$ cat src/hw/rtl/etiu_div_pipe.sv
`timescale 1ns / 1ps
// ----------------------------------------------------------------------------
// etiu_div_pipe
// Pipelined restoring divider, one quotient bit per stage.
// ----------------------------------------------------------------------------
module etiu_div_pipe #(
  parameter int N_BITS = 16,  // dividend bits, one stage each
  parameter int D_W    = 16,  // divisor and remainder width
  parameter int SIDE_W = 1
) (
  input  logic              clk,
  input  logic              rst_n,
  input  logic              en,
  input  logic              in_v,
  input  logic [N_BITS-1:0] dividend,
  input  logic [D_W-1:0]    rem_init,  // must be below divisor
  input  logic [D_W-1:0]    divisor,
  input  logic [SIDE_W-1:0] side_in,
  output logic              out_v,
  output logic [N_BITS-1:0] quot,
  output logic [D_W-1:0]    rem,
  output logic [SIDE_W-1:0] side_out
);

  logic              v_r    [N_BITS];
  logic [D_W-1:0]    rem_r  [N_BITS];
  logic [N_BITS-1:0] dvd_r  [N_BITS];
  logic [N_BITS-1:0] quot_r [N_BITS];
  logic [SIDE_W-1:0] side_r [N_BITS];

  genvar i;
  for (i = 0; i < N_BITS; i++) begin : g_stage
    logic              v_in;
    logic [D_W-1:0]    rem_in;
    logic [N_BITS-1:0] dvd_in;
    logic [N_BITS-1:0] quot_in;
    logic [SIDE_W-1:0] s_in;
    logic [D_W:0]      trial;
    logic              fits;
    logic [D_W-1:0]    rem_nxt;

    if (i == 0) begin : g_first
      assign v_in    = in_v;
      assign rem_in  = rem_init;
      assign dvd_in  = dividend;
      assign quot_in = '0;
      assign s_in    = side_in;
    end else begin : g_next
      assign v_in    = v_r[i-1];
      assign rem_in  = rem_r[i-1];
      assign dvd_in  = dvd_r[i-1];
      assign quot_in = quot_r[i-1];
      assign s_in    = side_r[i-1];
    end

    // Shift in the next dividend bit and subtract the divisor if it fits.
    assign trial   = {rem_in, dvd_in[N_BITS-1]};
    assign fits    = trial >= {1'b0, divisor};
    assign rem_nxt = fits ? D_W'(trial - {1'b0, divisor}) : trial[D_W-1:0];

    always_ff @(posedge clk) begin
      if (!rst_n) begin
        v_r[i] <= 1'b0;
      end else if (en) begin
        v_r[i] <= v_in;
      end
    end

    always_ff @(posedge clk) begin
      if (en) begin
        rem_r[i]  <= rem_nxt;
        dvd_r[i]  <= dvd_in << 1;
        quot_r[i] <= {quot_in[N_BITS-2:0], fits};
        side_r[i] <= s_in;
      end
    end
  end

  assign out_v    = v_r[N_BITS-1];
  assign quot     = quot_r[N_BITS-1];
  assign rem      = rem_r[N_BITS-1];
  assign side_out = side_r[N_BITS-1];

endmodule

$ cat config.mk
export PLATFORM = sky130hd
export DESIGN_NAME = etiu_div_pipe
export DESIGN_NICKNAME = d
export VERILOG_FILES = /design/src/hw/rtl/etiu_div_pipe.sv
export SDC_FILE = /design/constraint.sdc
export NUM_CORES = 1
export LEC_CHECK = 0
export ABC_AREA = 0
export BUFFER_PORTS_ARGS = -buffer_cell sky130_fd_sc_hd__buf_2
export CORE_UTILIZATION = 40
export CTS_CLUSTER_SIZE = 24
export DETAILED_ROUTE_END_ITERATION = 8
export RECOVER_POWER = 25
export SETUP_SLACK_MARGIN = 0.2
export SLEW_MARGIN = 0
export SYNTH_ARGS = -nofsm -noshare
export SYNTH_HDL_FRONTEND = slang
export SYNTH_SLANG_ARGS = --single-unit
$ cat constraint.sdc
create_clock -name clk -period 2.97 [get_ports clk]
set_input_delay 0.1485 -clock clk [delete_from_list [all_inputs] [get_ports clk]]
set_output_delay 0.1485 -clock clk [all_outputs]
set_load 0.05 [all_outputs]
; After elaboration in Yosys (flattened, before gate mapping)
; Memory sizes are Yosys's and may differ from the RTL's.
; Index checks and enable logic that the tools add are counted.
[word_totals]
input_bits = 53
register_bits = 0
wordCells = 90
ramBits = 784
mem_count = 5
[mem_list]
columns = name, words, width, rd, rd_ports_with_merged_regs, write_ports, line
row1 = quot_r, 16, 16, 16, 0, 16, 28  ; logic [N_BITS-1:0] quot_r [N_BITS];
row2 = rem_r, 16, 16, 16, 0, 16, 26  ; logic [D_W-1:0] rem_r [N_BITS];
row3 = dvd_r, 16, 15, 15, 0, 16, 27  ; logic [N_BITS-1:0] dvd_r [N_BITS];
row4 = side_r, 16, 1, 16, 0, 16, 29  ; logic [SIDE_W-1:0] side_r [N_BITS];
row5 = v_r, 16, 1, 16, 0, 16, 25  ; logic v_r [N_BITS];
[classes]
add_sub_neg = 16
n_bitwise = 16
order_cmp = 16
mux = 37
[op_table]
columns = op, count
row1 = 17-bit by 16-bit greater-or-equal comparator with 1-bit output, 16
row2 = 16-bit two-way mux, 16
row3 = 16-bit subtractor, 16
row4 = 1-bit two-way mux, 21
row5 = 1-bit bitwise OR, 16

; Depth between registers and ports, before layout
[depth]
depth_word = 4
ltp_mapped = 12
mapped_depth_nobuf = 11

; Least setup slack after synthesis
; No wires, ideal clock.
[synth_timing]
path_type = input port to flip-flop
start = in divisor[1]
end = mem rem_r[0][10] (data pin)
path_slack_ns = -0.158
t_arrival_ns = 2.868
stages = 12
required_ns = 2.710
cell_sequence = inv_1 -> ha_1 -> nor2b_4 -> o31a_1 -> o31ai_2 -> a21oi_1 -> a211oi_2 -> a21oi_1 -> or4_1 -> buf_6 -> buf_6 -> mux2_4
[synth_rtl]
columns = item, line
row1 = from (decl), 17  ; input logic [D_W-1:0] divisor,
row2 = to (decl), 26

==> flow_summary.json <==
{
  "met2_usage": 0.346,
  "synth-main-ff-cell": "edfxtp_1",
  "ys_warn_count": 0,
  "drtIter0Drc": 1336,
  "synth_commonest_cells": "543 x edfxtp_1, 256 x ha_1, 200 x a21oi_1",
  "path_cells": "ha_4 > nor2b_4 > o31ai_4 > a21oi_2 > a31oi_2 > o22ai_2 > a311o_1 > a21oi_4 > clkinvlp_4 > mux2_4",
  "skew_ns": 0.0259,
  "rows": 101,
  "drtAntennaViolNets": 0,
  "drt_pass1_iterations": 6,
  "critPathTopFamily": "compound AO/OA/AOI/OAI gates",
  "cts_tree": "done",
  "fp.dieH_um": 280,
  "drc": 0,
  "worstSetupPathType": "reg2reg",
  "outcome": "complete, but fails checks",
  "crit_slowest_cell": "edfxtp_1",
  "slew_viol_final": 49,
  "hold_viol": 0,
  "avgSynthCellArea_um2": 12.1,
  "avgViaCountPerCell": 5.39,
  "synth_top_area_share": 0.526,
  "ys_seq_area_frac": 0.527,
  "synthCells": 2554,
  "ir_drop_uv": 547,
  "post_drt_wl_per_cell_um": 19.5,
  "cts.clk_slew.worst_paths_ns": 0.07,
  "final_nets": 3392,
  "use_met3": 0.0265,
  "grtUsageTotal": 0.201,
  "antenna_cells": 0,
  "crit_buf_inv": 1,
  "via_count": 22400,
  "htreeDepth": 2,
  "final.setup.tns_ns": 0,
  "clockRootBuffer": "clkbuf_16",
  "io_buffers": 86,
  "multi_input_area_um2": 15500,
  "cap_violations": 1,
  "finalWirelength_um": 81100,
  "synth_fp_nets": 2879,
  "synth_cell_types": 70,
  "drive_gt1_frac": 0.291,
  "antenna_found_initial": 0,
  "setup_viol": 0,
  "crit_path_max_fanout": 8,
  "fmax_mhz": 350,
  "die_x_um": 280,
  "startpoint_type": "register",
  "grt_overflow": 0,
  "fillCellCount": 6663,
  "slew_headroom": -0.184,
  "use_met1": 0.254,
  "synth_area_leaders": "edfxtp_1 53%, ha_1 10%, mux2_2 5.5%",
  "io_pins": 87,
  "core_area_um2": 76300,
  "violations": "capacitance limit, slew limit",
  "crit_required_ns": 3.33,
  "grt_busiest_layer": "met2",
  "cts.sinks": 544,
  "grt_max_degree": 95,
  "synthesis.area_um2": 31000,
  "insertion_delay_ns": 0.64,
  "end_kind": "register",
  "ys_ff_latch": 544,
  "grt_pass1_vias": 22300,
  "grt_setup_unrepaired": "true",
  "place_hpwl_um": 58000,
  "leakagePower_nw": 15.7,
  "cts_max_path_buffers": 3,
  "worstPathArrival_ns": 3.22,
  "synth.most_common_cell": "edfxtp_1",
  "fin_crit_sh": 0.961,
  "start_util": 0.406,
  "register_area_um2": 16300,
  "grt_pass1_wl_um": 123000,
  "async_reset_ff_frac": 0,
  "synth_enable_flop_cells": 543,
  "numCtsBuffers": 60,
  "min_period_ns": 2.85,
  "yosys.area.top_type": "edfxtp_1",
  "power.density_nw_per_um2": 1100,
  "gp_congestion": 0.893,
  "max_slew.worst_pin.slew_ns": 1.78,
  "area_growth_syn_to_layout_pct": 27.9,
  "hp-class": "in2reg",
  "design.die.area_um2": 78600,
  "fin_util": 0.519,
  "slowest_delay_ns": 0.46
}
==> kinds of logic (layout without fill, tap and decap cells) <==
| logic type | count (synthesis) | after routing | share of synthesized area |
|---|---|---|---|
| AO/OA/AOI/OAI | 686 | 686 | 0.139 |
| XOR/XNOR | 176 | 176 | 0.0498 |
| adder cells (fa/ha/maj) | 272 | 272 | 0.114 |
| buffers and inverters | 134 | 698 | 0.0174 |
| flip-flops | 544 | 544 | 0.527 |
| multiplexers | 179 | 179 | 0.0651 |
| AND/OR/NAND/NOR | 563 | 563 | 0.0877 |
==> path summary, 6_finish.rpt <==
kind                      from      endpoint  slack, ns  depth (start not counted)
hold reg to reg   quot_r[5][3]  quot_r[6][4]       0.41                          0
setup / recovery   rem_r[5][0]   rem_r[6][4]       0.12                         10
hold / removal     rem_init[0]   rem_r[0][1]       0.01                          3
setup reg to reg   rem_r[5][0]   rem_r[6][4]       0.12                         10
==> through the flow <==
stage	power (mW)	setup WS, ns	area [um2]	cells	hold WS (ns)
floorplan	26.6	-0.00768	31300	2554	0.247
global placement	33.1	-0.259	35600	3952	0.325
detailed placement	33.5	-0.374	35600	3952	0.327
CTS	42.0	0.0356	38400	4114	0.00614
global route	46.5	-0.00884	39600	4148	0.0284
finish	43.7	0.117	39600	4148	0.0146
==> power breakdown <==
| part | leakage (nW) | switching, mW | internal (mW) |
|---|---|---|---|
| Sequential | 5.33 | 1.44 | 11.7 |
| Clock | 0.997 | 3.16 | 4.51 |
| Combinational | 9.34 | 11.3 | 11.6 |
==> sequential cells by signal, summed over array words and instances, names as in the netlist <==
| name | cells |
|---|---|
| side_r | 16 |
| v_r | 16 |
| rem_r | 256 |
| quot_r | 136 |
| dvd_r | 120 |
==> repair_timing <==
item                       4_1_cts  5_1_grt
setup endpoints to repair      175      214
hold buffers                    34        0
pin swaps                        9       46
hold endpoints to repair        75        0
buffers inserted                13       30
gates cloned                     2        4
gates resized for setup         55      231
==> placed cells by master (no fill, tap or decap), types with 35 or more instances in the layout <==
cell type    n
edfxtp_1   543
buf_4      315
ha_1       217
a21oi_1    174
nor2_1     151
nand2_1    143
o21ai_0    136
xnor2_1    109
mux2_2     108
buf_2       84
inv_1       79
xor2_1      66
o21a_1      63
clkbuf_16   63
mux2_4      50
a21o_1      48
nand3_1     46
nor3_1      41
nor2b_1     35
==> per-layer routing <==
layer / up-vias / wire, um
li1: 10800 / -
met1: 10900 / 35200
met3: 174 / 2990
met4: 0 / 3170
met5: - / 0
met2: 481 / 39800
==> cell type report <==
class | instances | area share
clock inverters | 47 | 0.0130
flip-flops and latches | 544 | 0.412
clock buffers | 66 | 0.0384
repair inverters | 2 | 0.000347
well taps | 1030 | 0.0325
repair buffers | 490 | 0.103
multi-input cells | 1876 | 0.391
inverters | 93 | 0.00956
==> worst min-delay path: stages <==
cell and delay [ns]:
buf_2 0.14, inv_1 0.09, mux2i_1 0.13
Power figures use the tool's default switching activity.
