$ cat config.mk
export PLATFORM = sky130hd
export DESIGN_NAME = etiu_cfg
export DESIGN_NICKNAME = d
export VERILOG_FILES = /design/src/hw/rtl/etiu_pkg.sv /design/src/hw/rtl/etiu_cfg.sv
export SDC_FILE = /design/constraint.sdc
export NUM_CORES = 1
export LEC_CHECK = 0
export BUFFER_PORTS_ARGS = -buffer_cell sky130_fd_sc_hd__clkbuf_2
export CAP_MARGIN = 20
export CORE_ASPECT_RATIO = 1.25
export CORE_MARGIN = 8
export CORE_UTILIZATION = 30
export DETAILED_ROUTE_END_ITERATION = 7
export GPL_TIMING_DRIVEN = 0
export REMOVE_ABC_BUFFERS = 1
export SYNTH_ARGS = -nofsm -noshare
export SYNTH_HDL_FRONTEND = slang
export SYNTH_SLANG_ARGS = --single-unit
$ cat constraint.sdc
create_clock -name clk -period 4.9 [get_ports clk]
set_input_delay 0.735 -clock clk [delete_from_list [all_inputs] [get_ports clk]]
set_output_delay 0.735 -clock clk [all_outputs]
set_load 0.02 [all_outputs]
$ cat src/hw/rtl/etiu_pkg.sv
`timescale 1ns / 1ps
// ----------------------------------------------------------------------------
// etiu_pkg
// Shared types and constants of the eased tween interpolator unit.
// ----------------------------------------------------------------------------
package etiu_pkg;

  localparam int FRAC_BITS_DEF = 16;
  localparam int ELAPSED_W     = 24;
  localparam int VAL_W         = 16;
  localparam int MS_W          = 16;
  localparam int CFG_IDX_W     = 3;
  localparam int CFG_DATA_W    = 16;
  localparam int PERIOD_W      = MS_W + 1;

  localparam logic [MS_W-1:0] DURATION_RESET = MS_W'(1000);

  // Register indexes of the configuration port.
  typedef enum logic [CFG_IDX_W-1:0] {
    CFG_DURATION     = 3'd0,
    CFG_DELAY        = 3'd1,
    CFG_REPEATS      = 3'd2,
    CFG_OUT_AND_BACK = 3'd3,
    CFG_CURVE_OUT    = 3'd4,
    CFG_CURVE_BACK   = 3'd5
  } cfg_idx_t;

  // Easing curve codes.
  typedef enum logic [1:0] {
    CURVE_LIN         = 2'd0,
    CURVE_OUT_QUAD    = 2'd1,
    CURVE_IN_QUAD     = 2'd2,
    CURVE_IN_OUT_QUAD = 2'd3
  } curve_t;

  // Configuration as seen by the datapath.
  typedef struct packed {
    logic [MS_W-1:0]     dur;     // zero already mapped to one
    logic [MS_W-1:0]     dly;
    logic [PERIOD_W-1:0] period;  // dur + dly, registered
    logic                repeats;
    logic                oab;
    curve_t              curve_out;
    curve_t              curve_back;
  } cfg_t;

  // Per-item data that rides alongside the arithmetic.
  typedef struct packed {
    logic signed [VAL_W-1:0] start_value;
    logic signed [VAL_W-1:0] end_value;
    logic                    started;
    logic                    done;
  } side_t;

  typedef struct packed {
    logic [ELAPSED_W-1:0] elapsed;
    side_t                side;
  } mod_side_t;

  typedef struct packed {
    logic  sat;
    side_t side;
  } frac_side_t;

endpackage

$ cat src/hw/rtl/etiu_cfg.sv
`timescale 1ns / 1ps
// ----------------------------------------------------------------------------
// etiu_cfg
// Configuration registers with the derived duration and period values.
// ----------------------------------------------------------------------------
module etiu_cfg (
  input  logic                            clk,
  input  logic                            rst_n,
  input  logic                            we,
  input  logic [etiu_pkg::CFG_IDX_W-1:0]  idx,
  input  logic [etiu_pkg::CFG_DATA_W-1:0] data,
  output etiu_pkg::cfg_t                  cfg
);
  import etiu_pkg::*;

  logic [MS_W-1:0]     dur_r;
  logic [MS_W-1:0]     dly_r;
  logic                repeats_r;
  logic                oab_r;
  curve_t              curve_out_r;
  curve_t              curve_back_r;
  logic [PERIOD_W-1:0] period_r;
  logic [MS_W-1:0]     dur_eff;

  // Register writes; unknown indexes are dropped.
  always_ff @(posedge clk) begin
    if (!rst_n) begin
      dur_r        <= DURATION_RESET;
      dly_r        <= '0;
      repeats_r    <= 1'b0;
      oab_r        <= 1'b0;
      curve_out_r  <= CURVE_LIN;
      curve_back_r <= CURVE_LIN;
    end else if (we) begin
      unique case (idx)
        CFG_DURATION:     dur_r        <= data[MS_W-1:0];
        CFG_DELAY:        dly_r        <= data[MS_W-1:0];
        CFG_REPEATS:      repeats_r    <= data[0];
        CFG_OUT_AND_BACK: oab_r        <= data[0];
        CFG_CURVE_OUT:    curve_out_r  <= curve_t'(data[1:0]);
        CFG_CURVE_BACK:   curve_back_r <= curve_t'(data[1:0]);
        default: ;
      endcase
    end
  end

  // A zero duration behaves as one millisecond.
  assign dur_eff = (dur_r == '0) ? MS_W'(1) : dur_r;

  // The repeat period is registered; it is used only past the input stage.
  always_ff @(posedge clk) begin
    if (!rst_n) begin
      period_r <= PERIOD_W'(DURATION_RESET);
    end else begin
      period_r <= PERIOD_W'(dur_eff) + PERIOD_W'(dly_r);
    end
  end

  assign cfg.dur        = dur_eff;
  assign cfg.dly        = dly_r;
  assign cfg.period     = period_r;
  assign cfg.repeats    = repeats_r;
  assign cfg.oab        = oab_r;
  assign cfg.curve_out  = curve_out_r;
  assign cfg.curve_back = curve_back_r;

endmodule

* Word level (Yosys, flattened, before mapping) *
Index checks and enable logic that the tools add are counted.

cells by class
  multiplexer cells = 1
  reductions and logical operators = 8
  $add $sub $neg = 1
  eq/ne operators = 5

operator list
  operator            number
  $add 16x16->17      1
  $logic_not 16->1    1
  $mux 16             1
  $reduce_and 2->1    6
  $eq 3x2->1 const B  2
  $eq 3x3->1 const B  2
  $eq 3x1->1 const B  1
  $logic_not 3->1     1

storage, ports and cells
  register bits after elaboration = 55
  word-level logic and storage cells = 22
  output and inout bits = 55

* Depth between registers and ports, before layout *
  word-level depth = 3
  gate-level depth with buffers = 10
  mapped depth without buffers = 10

* Worst setup path after synthesis *
Ideal clock, no wire load.

  path kind = register -> register
  start point = register dur_r[11]
  end point = register period_r[14]
  path slack = 2457 ps
  data required time = 4828 ps
  cell stages (with the launch flop) = 11
  arrival = 2372 ps
  cells stage by stage = dfxtp_1 > nor3_1 > a41o_1 > ha_1 > fa_1 > a21oi_1 > o21ai_1 > a41oi_2 > o211ai_2 > o31ai_2 > mux2i_1

RTL lines
  what                    line            text
  from (decl)             etiu_cfg.sv:16  logic [MS_W-1:0] dur_r;
  from (signal assigned)  etiu_cfg.sv:36  CFG_DURATION: dur_r <= data[MS_W-1:0];
  to (signal assigned)    etiu_cfg.sv:53  period_r <= PERIOD_W'(DURATION_RESET);
  to (signal assigned)    etiu_cfg.sv:55  period_r <= PERIOD_W'(dur_eff) + PERIOD_W'(dly_r);
  to (decl)               etiu_cfg.sv:22  logic [PERIOD_W-1:0] period_r;

* Worst setup path in the final report *
  start point = register dur_r[13]
  end point = register period_r[14]

on the way
  longest elaborated chain between the ends = 3

RTL lines
  what                line            text
  $logic_not 16->1    etiu_cfg.sv:48  assign dur_eff = (dur_r == '0) ? MS_W'(1) : dur_r;
  $mux 16 (*)         etiu_cfg.sv:48
  $add 16x16->17 (*)  etiu_cfg.sv:55

Every way passes the cells marked *; elsewhere a longest branch is shown, timed or not.
A chain may end at the register's enable or synchronous reset.

==> out/qor.txt <==
Final core utilization: 36.54%
Worst hold margin: 485.0 ps
Clock insertion delay at the later pin of the skew report: 320 ps
Cell variety after synth: 44
Number of synthesized register bits: 55
GRT overflow: 0
Async S/R FF share, synth: 0%
Crit-path max FO: 4
RSZ-0062 raised after global routing: false
Synthesized cell area: 2693 um2
Initial antenna violation count: 0
First-pass GRT wire length: 11140 um
Max frequency: 359.7 MHz
Cts-stage hold buffer count: 0
Clock buffer count from CTS: 5
Post-CTS Setup Repair Bufs: 0
Post-synth EDFFs: 0
Final nets: 410
Count leader, synth: nand2_1
Setup violators final: 0
DR vias: 2259
Cell count after synthesis: 317
Max Cap Viol: 0
Path type of the worst min-delay path: flip-flop to flip-flop
Worst clock skew: 11.05 ps
CTS tree: built
Post-synth top area share: 40.89%
DRC violations left: 0
WP data arrival: 3030 ps
Top post-synthesis cells by area: dfxtp_1, nand2_1, ha_1, a21boi_0, clkbuf_1
Syn-to-layout area delta: 18.08%
Cell Area, Placed: 3098 um2
Synth Area per Inst: 8.494 um2
Largest net degree at the start of global routing: 58
Share of cells above drive strength 1: 25.00%
Routed Antenna Nets: 0
Setup ws final: 2120 ps
Synth Warn #: 0
Die height: 121.9 um
Fillers: 939
Final TNS setup: 0 ps
Final slew viol count: 0
Tot GR Track Use: 11.51%
Drt wl/cell: 14.37 um
IO Count: 77
Drt pass-1 iters: 4
Worst-case clock buffer depth: 2
Slew headroom: 37.39%
DR vias/cell: 4.591
Vias in the first global route: 2182
Post-route minimum period: 2780 ps
Hold Path Stages: 2
DIE WIDTH: 100.7 um
Rows: 38
Clock sinks: 55
Tcrit/Tclk final: 56.73%
Hpwl dp: 5387 um
Pre-CTS setup slack: 2074 ps
Synth Flop Type: dfxtp_1
Power Density: 256.0 nW/um2
ANT cells: 0
P_leak: 0.001442 uW
Peak supply drop: 0.00009048 V
Final wirelength: 7071 um
Die Area: 12280 um2
Critical path class: flip-flop to flip-flop
CP Capture Type: flip-flop
Fin area: 3179 um2
Core Region: 8701 um2
Final hold vios: 0
Data required time of the worst path: 5160 ps
Initial DRC count: 76
Status: complete, no violations
Seq/Total Area, Yosys: 40.89%
Top post-synthesis cells by count: nand2_1, dfxtp_1, a21boi_0
PostCTS Resize Cnt: 0
H-tree levels: 2
Slew @ Worst Pin: 939.2 ps
CTS root buf: clkbuf_8
Startpoint Class: flip-flop
Routability-driven placement congestion ratio: 0.9138
Yosys top cell by area: dfxtp_1
Clock transition at path regs: 100 ps
Path depth of the worst reg2reg path: 10
Initial core utilization: 30.95%
PortBufs: 76
## metrics by stage
step	power, uW	instances
6_report	813.9	492
5_1_grt	856.4	492
4_1_cts	831.8	492
3_5_place_dp	578.7	484
3_3_place_gp	576.3	483
2_1_floorplan	534.2	287
## power breakdown
group,internal [uW],leakage [uW],switching [uW],total (uW)
combinational,37.8,0.000954,60.9,98.7
sequential,459,0.000446,8.47,468
clock,101,0.0000422,147,248
total,598,0.00144,216,814
## placed cells by master, fill, tap and decap left out, types with 8 or more instances in the layout
| cell | Yosys | routed |
|---|---|---|
| xor2_1 | 8 | 8 |
| nand2_1 | 80 | 80 |
| and2_1 | 10 | 10 |
| nand3_1 | 10 | 10 |
| ha_1 | 16 | 16 |
| clkbuf_2 | 1 | 76 |
| o21ai_0 | 10 | 10 |
| a21oi_1 | 9 | 9 |
| dfxtp_1 | 55 | 55 |
| a21boi_0 | 25 | 25 |
## layer usage
metal  GRT usage [%]  part of all wire [%]
met1           12.50                    42
met2           19.96                    50
met3           3.139                   6.3
met4           6.066                   2.5
met5               0                     0
## cells by family (layout without fill, tap and decap cells)
logic type / after synthesis / in the layout / synth area share [%]
flip-flops: 55 / 55 / 40.89
multiplexers: 5 / 5 / 1.859
AND/OR/NAND/NOR: 128 / 128 / 21.61
adder cells (fa/ha/maj): 17 / 17 / 8.178
XOR/XNOR: 13 / 13 / 4.229
AO/OA/AOI/OAI: 66 / 66 / 17.75
buffers and inverters: 33 / 88 / 5.483
## worst max-delay path: stages (launching register included)
cell      delay (ps)
dfxtp_1          420
nor3_1            90
a41o_1           280
ha_1             230
fa_1             400
a21oi_1          230
o21ai_1          120
a41oi_2          330
o211ai_2         170
o31ai_2          260
mux2i_1          200
## sequential cells by signal, summed over array words and instances, names as in the netlist
signal,count
dur_r,16
dly_r,16
curve_out_r,2
repeats_r,1
curve_back_r,2
oab_r,1
period_r,17
## layout make-up
class	count	area, um2	share of cell area [%]
clock buffer	7	76.32	2.401
clock inverter	1	5.005	0.1574
inverter	3	11.26	0.3542
multi-input combinational	229	1444	45.42
sequential	55	1101	34.63
tap	120	150.1	4.723
timing repair buffer	77	391.6	12.32
## worst paths after layout
check             from      endpoint  slack, ps
max          dur_r[13]  period_r[14]       2120
min           dur_r[0]      dur_r[0]        490
max reg2reg  dur_r[13]  period_r[14]       2120
min reg2reg   dur_r[0]      dur_r[0]        490
Power figures use the tool's default switching activity.
