==> config.mk <==
export PLATFORM = sky130hd
export DESIGN_NAME = etiu_ease
export DESIGN_NICKNAME = d
export VERILOG_FILES = /design/src/hw/rtl/etiu_pkg.sv /design/src/hw/rtl/etiu_ease.sv
export SDC_FILE = /design/constraint.sdc
export NUM_CORES = 2
export LEC_CHECK = 0
export BUFFER_PORTS_ARGS = -buffer_cell sky130_fd_sc_hd__buf_2
export CAP_MARGIN = 10
export CELL_PAD_IN_SITES_DETAIL_PLACEMENT = 0
export CELL_PAD_IN_SITES_GLOBAL_PLACEMENT = 2
export CORE_ASPECT_RATIO = 1.5
export CORE_MARGIN = 2
export CORE_UTILIZATION = 38
export CTS_CLUSTER_DIAMETER = 100
export CTS_CLUSTER_SIZE = 16
export DETAILED_ROUTE_END_ITERATION = 7
export GPL_TIMING_DRIVEN = 1
export PLACE_DENSITY_LB_ADDON = 0.1
export SYNTH_ARGS = -nofsm -noshare
export SYNTH_HDL_FRONTEND = slang
export SYNTH_SLANG_ARGS = --single-unit
==> constraint.sdc <==
create_clock -name clk -period 10 [get_ports clk]
set_input_delay 1 -clock clk [delete_from_list [all_inputs] [get_ports clk]]
set_output_delay 1 -clock clk [all_outputs]
set_load 0.02 [all_outputs]
==> src/hw/rtl/etiu_pkg.sv <==
`timescale 1ns / 1ps
// ----------------------------------------------------------------------------
// etiu_pkg
// Shared types and constants of the eased tween interpolator unit.
// ----------------------------------------------------------------------------
package etiu_pkg;

  localparam int FRAC_BITS_DEF = 16;
  localparam int ELAPSED_W     = 24;
  localparam int VAL_W         = 16;
  localparam int MS_W          = 16;
  localparam int CFG_IDX_W     = 3;
  localparam int CFG_DATA_W    = 16;
  localparam int PERIOD_W      = MS_W + 1;

  localparam logic [MS_W-1:0] DURATION_RESET = MS_W'(1000);

  // Register indexes of the configuration port.
  typedef enum logic [CFG_IDX_W-1:0] {
    CFG_DURATION     = 3'd0,
    CFG_DELAY        = 3'd1,
    CFG_REPEATS      = 3'd2,
    CFG_OUT_AND_BACK = 3'd3,
    CFG_CURVE_OUT    = 3'd4,
    CFG_CURVE_BACK   = 3'd5
  } cfg_idx_t;

  // Easing curve codes.
  typedef enum logic [1:0] {
    CURVE_LIN         = 2'd0,
    CURVE_OUT_QUAD    = 2'd1,
    CURVE_IN_QUAD     = 2'd2,
    CURVE_IN_OUT_QUAD = 2'd3
  } curve_t;

  // Configuration as seen by the datapath.
  typedef struct packed {
    logic [MS_W-1:0]     dur;     // zero already mapped to one
    logic [MS_W-1:0]     dly;
    logic [PERIOD_W-1:0] period;  // dur + dly, registered
    logic                repeats;
    logic                oab;
    curve_t              curve_out;
    curve_t              curve_back;
  } cfg_t;

  // Per-item data that rides alongside the arithmetic.
  typedef struct packed {
    logic signed [VAL_W-1:0] start_value;
    logic signed [VAL_W-1:0] end_value;
    logic                    started;
    logic                    done;
  } side_t;

  typedef struct packed {
    logic [ELAPSED_W-1:0] elapsed;
    side_t                side;
  } mod_side_t;

  typedef struct packed {
    logic  sat;
    side_t side;
  } frac_side_t;

endpackage

==> src/hw/rtl/etiu_ease.sv <==
`timescale 1ns / 1ps
// ----------------------------------------------------------------------------
// etiu_ease
// Out-and-back folding, easing curve, scaling by the value span and rounding.
// ----------------------------------------------------------------------------
module etiu_ease #(
  parameter int FRACTION_BITS = etiu_pkg::FRAC_BITS_DEF
) (
  input  logic                            clk,
  input  logic                            rst_n,
  input  logic                            en,
  input  etiu_pkg::cfg_t                  cfg,
  input  logic                            in_v,
  input  logic [FRACTION_BITS:0]          t,
  input  etiu_pkg::side_t                 side_in,
  output logic                            out_v,
  output logic signed [etiu_pkg::VAL_W-1:0] value,
  output logic                            started,
  output logic                            done
);
  import etiu_pkg::*;

  localparam int TW  = FRACTION_BITS + 1;
  localparam int PW  = 2 * TW + 1;
  localparam int DW  = VAL_W + 1;
  localparam int SPW = TW + 1 + DW;
  localparam logic [TW-1:0] ONE  = TW'(1) << FRACTION_BITS;
  localparam logic [TW-1:0] HALF = ONE >> 1;

  // Stage A: fold progress for out-and-back and pick the curve.
  logic                 v_a_r;
  logic [TW-1:0]        a_r;
  curve_t               crv_a_r;
  logic signed [DW-1:0] diff_a_r;
  side_t                side_a_r;
  logic [TW-1:0]        a_nxt;
  curve_t               crv_nxt;

  always_comb begin
    if (!cfg.oab) begin
      a_nxt   = t;
      crv_nxt = cfg.curve_out;
    end else if (t < HALF) begin
      a_nxt   = t << 1;
      crv_nxt = cfg.curve_out;
    end else begin
      a_nxt   = TW'(ONE - t) << 1;
      crv_nxt = cfg.curve_back;
    end
  end

  always_ff @(posedge clk) begin
    if (!rst_n) begin
      v_a_r <= 1'b0;
    end else if (en) begin
      v_a_r <= in_v;
    end
  end

  always_ff @(posedge clk) begin
    if (en) begin
      a_r      <= a_nxt;
      crv_a_r  <= crv_nxt;
      diff_a_r <= DW'(side_in.end_value) - DW'(side_in.start_value);
      side_a_r <= side_in;
    end
  end

  // Stage B: one square-type product for the quadratic curves.
  logic                 v_b_r;
  logic [PW-1:0]        prod_b_r;
  logic                 lin_b_r;
  logic                 inv_b_r;
  logic [TW-1:0]        a_b_r;
  logic signed [DW-1:0] diff_b_r;
  side_t                side_b_r;
  logic [TW-1:0]        mx;
  logic [TW:0]          my;
  logic                 lin_nxt;
  logic                 inv_nxt;
  logic [TW-1:0]        u;

  always_comb begin
    u       = ONE - a_r;
    mx      = a_r;
    my      = '0;
    lin_nxt = 1'b0;
    inv_nxt = 1'b0;
    unique case (crv_a_r)
      CURVE_LIN: begin
        lin_nxt = 1'b1;
      end
      CURVE_OUT_QUAD: begin
        my = {ONE, 1'b0} - {1'b0, a_r};
      end
      CURVE_IN_QUAD: begin
        my = {1'b0, a_r};
      end
      CURVE_IN_OUT_QUAD: begin
        if (a_r < HALF) begin
          my = {a_r, 1'b0};
        end else begin
          mx      = u;
          my      = {u, 1'b0};
          inv_nxt = 1'b1;
        end
      end
      default: ;
    endcase
  end

  always_ff @(posedge clk) begin
    if (!rst_n) begin
      v_b_r <= 1'b0;
    end else if (en) begin
      v_b_r <= v_a_r;
    end
  end

  always_ff @(posedge clk) begin
    if (en) begin
      prod_b_r <= PW'(mx) * PW'(my);
      lin_b_r  <= lin_nxt;
      inv_b_r  <= inv_nxt;
      a_b_r    <= a_r;
      diff_b_r <= diff_a_r;
      side_b_r <= side_a_r;
    end
  end

  // Stage C: scale the product back to the fraction format.
  logic                 v_c_r;
  logic [TW-1:0]        e_c_r;
  logic signed [DW-1:0] diff_c_r;
  side_t                side_c_r;
  logic [TW-1:0]        scaled;
  logic [TW-1:0]        e_nxt;

  assign scaled = TW'(prod_b_r >> FRACTION_BITS);

  always_comb begin
    if (lin_b_r) begin
      e_nxt = a_b_r;
    end else if (inv_b_r) begin
      e_nxt = ONE - scaled;
    end else begin
      e_nxt = scaled;
    end
  end

  always_ff @(posedge clk) begin
    if (!rst_n) begin
      v_c_r <= 1'b0;
    end else if (en) begin
      v_c_r <= v_b_r;
    end
  end

  always_ff @(posedge clk) begin
    if (en) begin
      e_c_r    <= e_nxt;
      diff_c_r <= diff_b_r;
      side_c_r <= side_b_r;
    end
  end

  // Stage D: eased fraction times the value span.
  logic                  v_d_r;
  logic signed [SPW-1:0] span_d_r;
  side_t                 side_d_r;

  always_ff @(posedge clk) begin
    if (!rst_n) begin
      v_d_r <= 1'b0;
    end else if (en) begin
      v_d_r <= v_c_r;
    end
  end

  always_ff @(posedge clk) begin
    if (en) begin
      span_d_r <= $signed({1'b0, e_c_r}) * diff_c_r;
      side_d_r <= side_c_r;
    end
  end

  // Stage E: round half up (floor of the shifted sum) and add the start.
  logic                    v_e_r;
  logic signed [VAL_W-1:0] val_e_r;
  logic                    started_e_r;
  logic                    done_e_r;
  logic signed [SPW-1:0]   rnd;
  logic signed [SPW-1:0]   q;

  assign rnd = span_d_r + $signed({{(SPW - TW){1'b0}}, HALF});
  assign q   = rnd >>> FRACTION_BITS;

  always_ff @(posedge clk) begin
    if (!rst_n) begin
      v_e_r <= 1'b0;
    end else if (en) begin
      v_e_r <= v_d_r;
    end
  end

  always_ff @(posedge clk) begin
    if (en) begin
      val_e_r     <= side_d_r.start_value + $signed(q[VAL_W-1:0]);
      started_e_r <= side_d_r.started;
      done_e_r    <= side_d_r.done;
    end
  end

  assign out_v   = v_e_r;
  assign value   = val_e_r;
  assign started = started_e_r;
  assign done    = done_e_r;

endmodule

* Word-level counts from Yosys, hierarchy flattened
Cells that the tools add are included.
Word-level totals: register bits 266, bits of input ports 110, output and inout bits 19, word-level logic and storage cells 58
Operators by class: add/subtract/negate cells 7, $mul 2, magnitude comparators 2, equal/unequal tests 3, multiplexer cells 12, reductions and logical operators 1
Operators with widths (number):
- 17-bit 2-to-1 mux | 6
- 18-bit one-hot mux with 3 select lines | 1
- 17-bit by 16-bit < comparator with 1-bit output, second input constant | 2
- 17-bit subtractor, first input constant | 2
- 17-bit by 18-bit multiplier with 33-bit output | 1
- 32-bit by 17-bit adder with 32-bit output, second input constant | 1
- 18-bit by 17-bit multiplier with 32-bit output | 1
- 18-bit 2-to-1 mux | 1
- 18-bit by 17-bit subtractor with 18-bit output, first input constant | 1
- 16-bit by 16-bit subtractor with 17-bit output | 1
- 16-bit adder | 1
- 1-bit by 16-bit subtractor with 16-bit output, first input constant | 1
- 2-bit equality test, second input constant | 2
- 2-bit 2-to-1 mux | 2
- 2-bit by 1-bit equality test with 1-bit output, second input constant | 1
- 2-bit logical NOT | 1
- 1-bit 2-to-1 mux | 2

* Depth between registers and ports, before layout
depth after elaboration 4, depth in mapped cells 33

* Least setup slack after synthesis
OpenSTA, ideal clock, no wires.
kind reg-to-reg, start register a_r[0], end register prod_b_r[31], data pin, library setup time 0.262 ns, data arrival time 8.202 ns, data required time 9.738 ns, setup slack 1.536 ns, stages on the path, launching flop included 32, buffers on the path 0, period minus slack after synthesis 8.464 ns, cell sequence edfxtp_1 > inv_1 > ha_1 > nor3b_1 > nand2_1 > nor3_1 > nor2_1 > xor2_1 > nand2_1 > o31ai_1 > a22oi_1 > nor2_1 > fa_1 > inv_1 > fa_1 > fa_1 > fa_1 > inv_1 > fa_1 > inv_1 > fa_1 > inv_1 > ha_1 > a21o_1 > a2111oi_0 > nor4b_1 > o31ai_1 > a31oi_1 > o21ai_1 > a211oi_1 > o21bai_1 > xor2_1
Between the ends: cells in the longest elaborated chain, start to end 4, elaborated cells between the ends (all ways) 8, those cells by class add/sub: 2; mul: 1; order compare: 1; mux: 4
RTL lines:
- start, declared | RTL line etiu_ease.sv:32 | logic [TW-1:0] a_r;
- start signal, assigned | RTL line etiu_ease.sv:62 | a_r <= a_nxt;
- 17-bit subtractor or 17-bit by 16-bit < comparator with 1-bit output (tied branches) | RTL line etiu_ease.sv:84, etiu_ease.sv:100
- 18-bit 2-to-1 mux or 17-bit 2-to-1 mux (tied branches) | RTL line etiu_ease.sv:100 | if (a_r < HALF) begin
- 18-bit one-hot mux with 3 select lines or 17-bit 2-to-1 mux (tied branches) | RTL line etiu_ease.sv:89 | unique case (crv_a_r)
- 17-bit by 18-bit multiplier with 33-bit output * | RTL line etiu_ease.sv:122 | prod_b_r <= PW'(mx) * PW'(my);
- end signal, assigned | RTL line etiu_ease.sv:122
- end, declared | RTL line etiu_ease.sv:71 | logic [PW-1:0] prod_b_r;
Mark *: on every way between the ends. The rest lies on a longest branch, timed or not. A chain may end at the register's enable or synchronous reset.

* Worst setup path after layout
Ends and elaborated chain as after synthesis.

==> metrics <==
Seq. cell area=0.00701 sq mm; share of the synthesized area in the top cell type=31.8%; CTS sink cnt=235; cell area after synthesis=0.0290 sq mm; fin crit period=9.44 ns; Yosys cell types=77; fraction of layout cells with a size suffix above 1=6.87%; hold_buf cts=0; fmax=0.106 GHz; list of most frequent post-synthesis cells=inv_1 (597), fa_1 (461), nand2_1 (359); Worst slew margin=25.9%; worst slew pin tran=1.10 ns; Post-DP Area=0.0308 sq mm; input/output buffers=78; DP Wirelength=68.7 mm; initial core utilization=38.2%; chip width=230 um; fraction of registers with async set/reset=0%; Post-synth EDFFs=230; Critical Path Max Stage Delay=0.56 ns; Final TNS setup=0 ns; I/O pins=129; post-synthesis net count=3731; RSZ-0062 raised after global routing=false; Num CTS Buffers=19; Setup violations, final=0; Bufs on Longest Clock Path=3; worst-skew pair later-pin latency=0.55 ns; flops & latches, synth=235; Seq/Total Area, Yosys=24.2%; global route overflow=0; area grow syn2layout=8.13%; Area contributors post-synth=fa_1 (32%), edfxtp_1 (24%), ha_1 (10%), inv_1 (7.7%), nand2_1 (4.6%); Ant. Diodes=0; outcome=finished clean; Mapped Cells=2923; syn_area_per_cell=9.92 sq um; Crit. End Element=flop; post-cts resize count=0; vias in the first global route=21700; final WL=82.9 mm; R2R cell count=32; global-route wire length before repair=128 mm; top cell type by total area after synthesis=fa_1; Design Area, Final=0.0314 sq mm; Multi-input gate area=0.0194 sq mm; Rows=124; Crit Path Class=reg2reg; Layout fillers=7575; placed cell count=3985; dpl ws=0.605 ns; Arrival @ worst endpoint=9.73 ns; Worst setup SP type=flop; number of synthesis warnings=0; fin crit share=94.4%; CTS tree=yes; CP dominant cell by count=fa_1; NumNets Final=3806; DRT Pass-1 Iters=5; Hold Path Stages=0; maxcap violations=0; drt initial violations=1024; Root Buffer=clkbuf_16; DRT antenna net count=0; DR vias=19900; final worst slack=0.559 ns; initial antenna violation count=4; die height=342 um; core area=0.0759 sq mm; overall routing resource usage=21.6%; critical path fanouts, max=8; Clock transition at path regs=0.07 ns; Via density=4.97; full die area=0.0786 sq mm; Synth Flop Type=edfxtp_1; H-tree levels=1; DR DRC count=0; worst hold-check path type=reg2reg; routability cong.=0.884; Hold Fails Final Rpt=0; Post-CTS Setup Bufs=0; largest net degree at the start of global routing=93; top-count cell post-synth=inv_1; crit path max-delay cell type=nor4b_1; CP required=10.29 ns; fin cells=4008; clock skew=0.0289 ns; WL/cell=20.7 um; final-report max-slew violation count=0
cells in the final DEF (no fill, tap or decap), types with 15 or more instances in the layout:
| cell type | count |
|---|---|
| a21o_1 | 18 |
| a21oi_1 | 48 |
| and2_1 | 153 |
| buf_2 | 77 |
| buf_4 | 72 |
| clkbuf_16 | 19 |
| edfxtp_1 | 230 |
| fa_1 | 461 |
| ha_1 | 237 |
| inv_1 | 597 |
| nand2_1 | 359 |
| nand2b_1 | 16 |
| nand3_1 | 26 |
| nor2_1 | 239 |
| nor2b_1 | 23 |
| nor3_1 | 27 |
| o21a_1 | 15 |
| o21ai_0 | 56 |
| o31ai_1 | 15 |
| xnor2_1 | 83 |
| xor2_1 | 62 |
kinds of logic (layout without fill, tap and decap cells):
kind of cell | after synthesis | count (layout) | share of synthesized area [%]
AND/OR/NAND/NOR | 896 | 896 | 14.2
buffers and inverters | 694 | 771 | 9.07
AO/OA/AOI/OAI | 234 | 234 | 5.33
multiplexers | 19 | 19 | 0.746
adder cells (fa/ha/maj) | 698 | 698 | 42.0
flip-flops | 235 | 235 | 24.2
XOR/XNOR | 147 | 147 | 4.47
area by class of cell:
class / instances / area share, %
Inverter: 598 / 7.16
Sequential cell: 235 / 22.3
Clock buffer: 19 / 1.52
Clock inverter: 4 / 0.188
Timing Repair Buffer: 150 / 3.00
Multi-Input combinational cell: 1994 / 61.8
Tap cell: 1008 / 4.02
per-stage QoR:
| stage | utilization, % | hold WS (ns) |
|---|---|---|
| 4_1_cts | 41.3 | 0.406 |
| 5_1_grt | 41.3 | 0.411 |
| 3_3_place_gp | 40.6 | 0.403 |
| 3_5_place_dp | 40.6 | 0.405 |
| 6_report | 41.3 | 0.413 |
| 2_1_floorplan | - | 0.400 |
registers in the layout (all words and copies together), names as in the netlist:
name / cells
crv_a_r: 2
e_c_r: 17
done: 1
lin_b_r: 1
v_b_r: 1
v_a_r: 1
diff_b_r: 17
out_v: 1
started: 1
diff_c_r: 17
prod_b_r: 17
side_d_r: 18
span_d_r: 17
a_b_r: 17
value: 16
side_c_r: 18
v_c_r: 1
v_d_r: 1
a_r: 17
side_a_r: 18
side_b_r: 18
inv_b_r: 1
diff_a_r: 17
final timing paths:
check	slack, ns	end	start
worst max-delay path	0.56	prod_b_r[31]	a_r[0]
worst min-delay path	0.41	side_d_r[20]	side_c_r[20]
worst max register to register	0.56	prod_b_r[31]	a_r[0]
worst min register to register	0.41	side_d_r[20]	side_c_r[20]
worst max-delay path: cells and delay by family (launching register included):
kind            cells  cell delay, ns
buf+inv             7            0.87
fa+ha+maj           8            3.53
flops               1            0.54
compound gates      9            1.96
simple gates        6            1.94
xor+xnor            2            0.35
layer usage:
metal	global-route usage (%)	routed length (um)	vias to the layer above
met3	1.18	1860	140
li1	-	-	9204
met1	22.0	28600	10200
met2	44.5	48300	362
met5	0	0	-
met4	9.78	4170	0
Power is not shown: default switching activity piles up to over one toggle a cycle in this logic, so the estimate is an artifact.
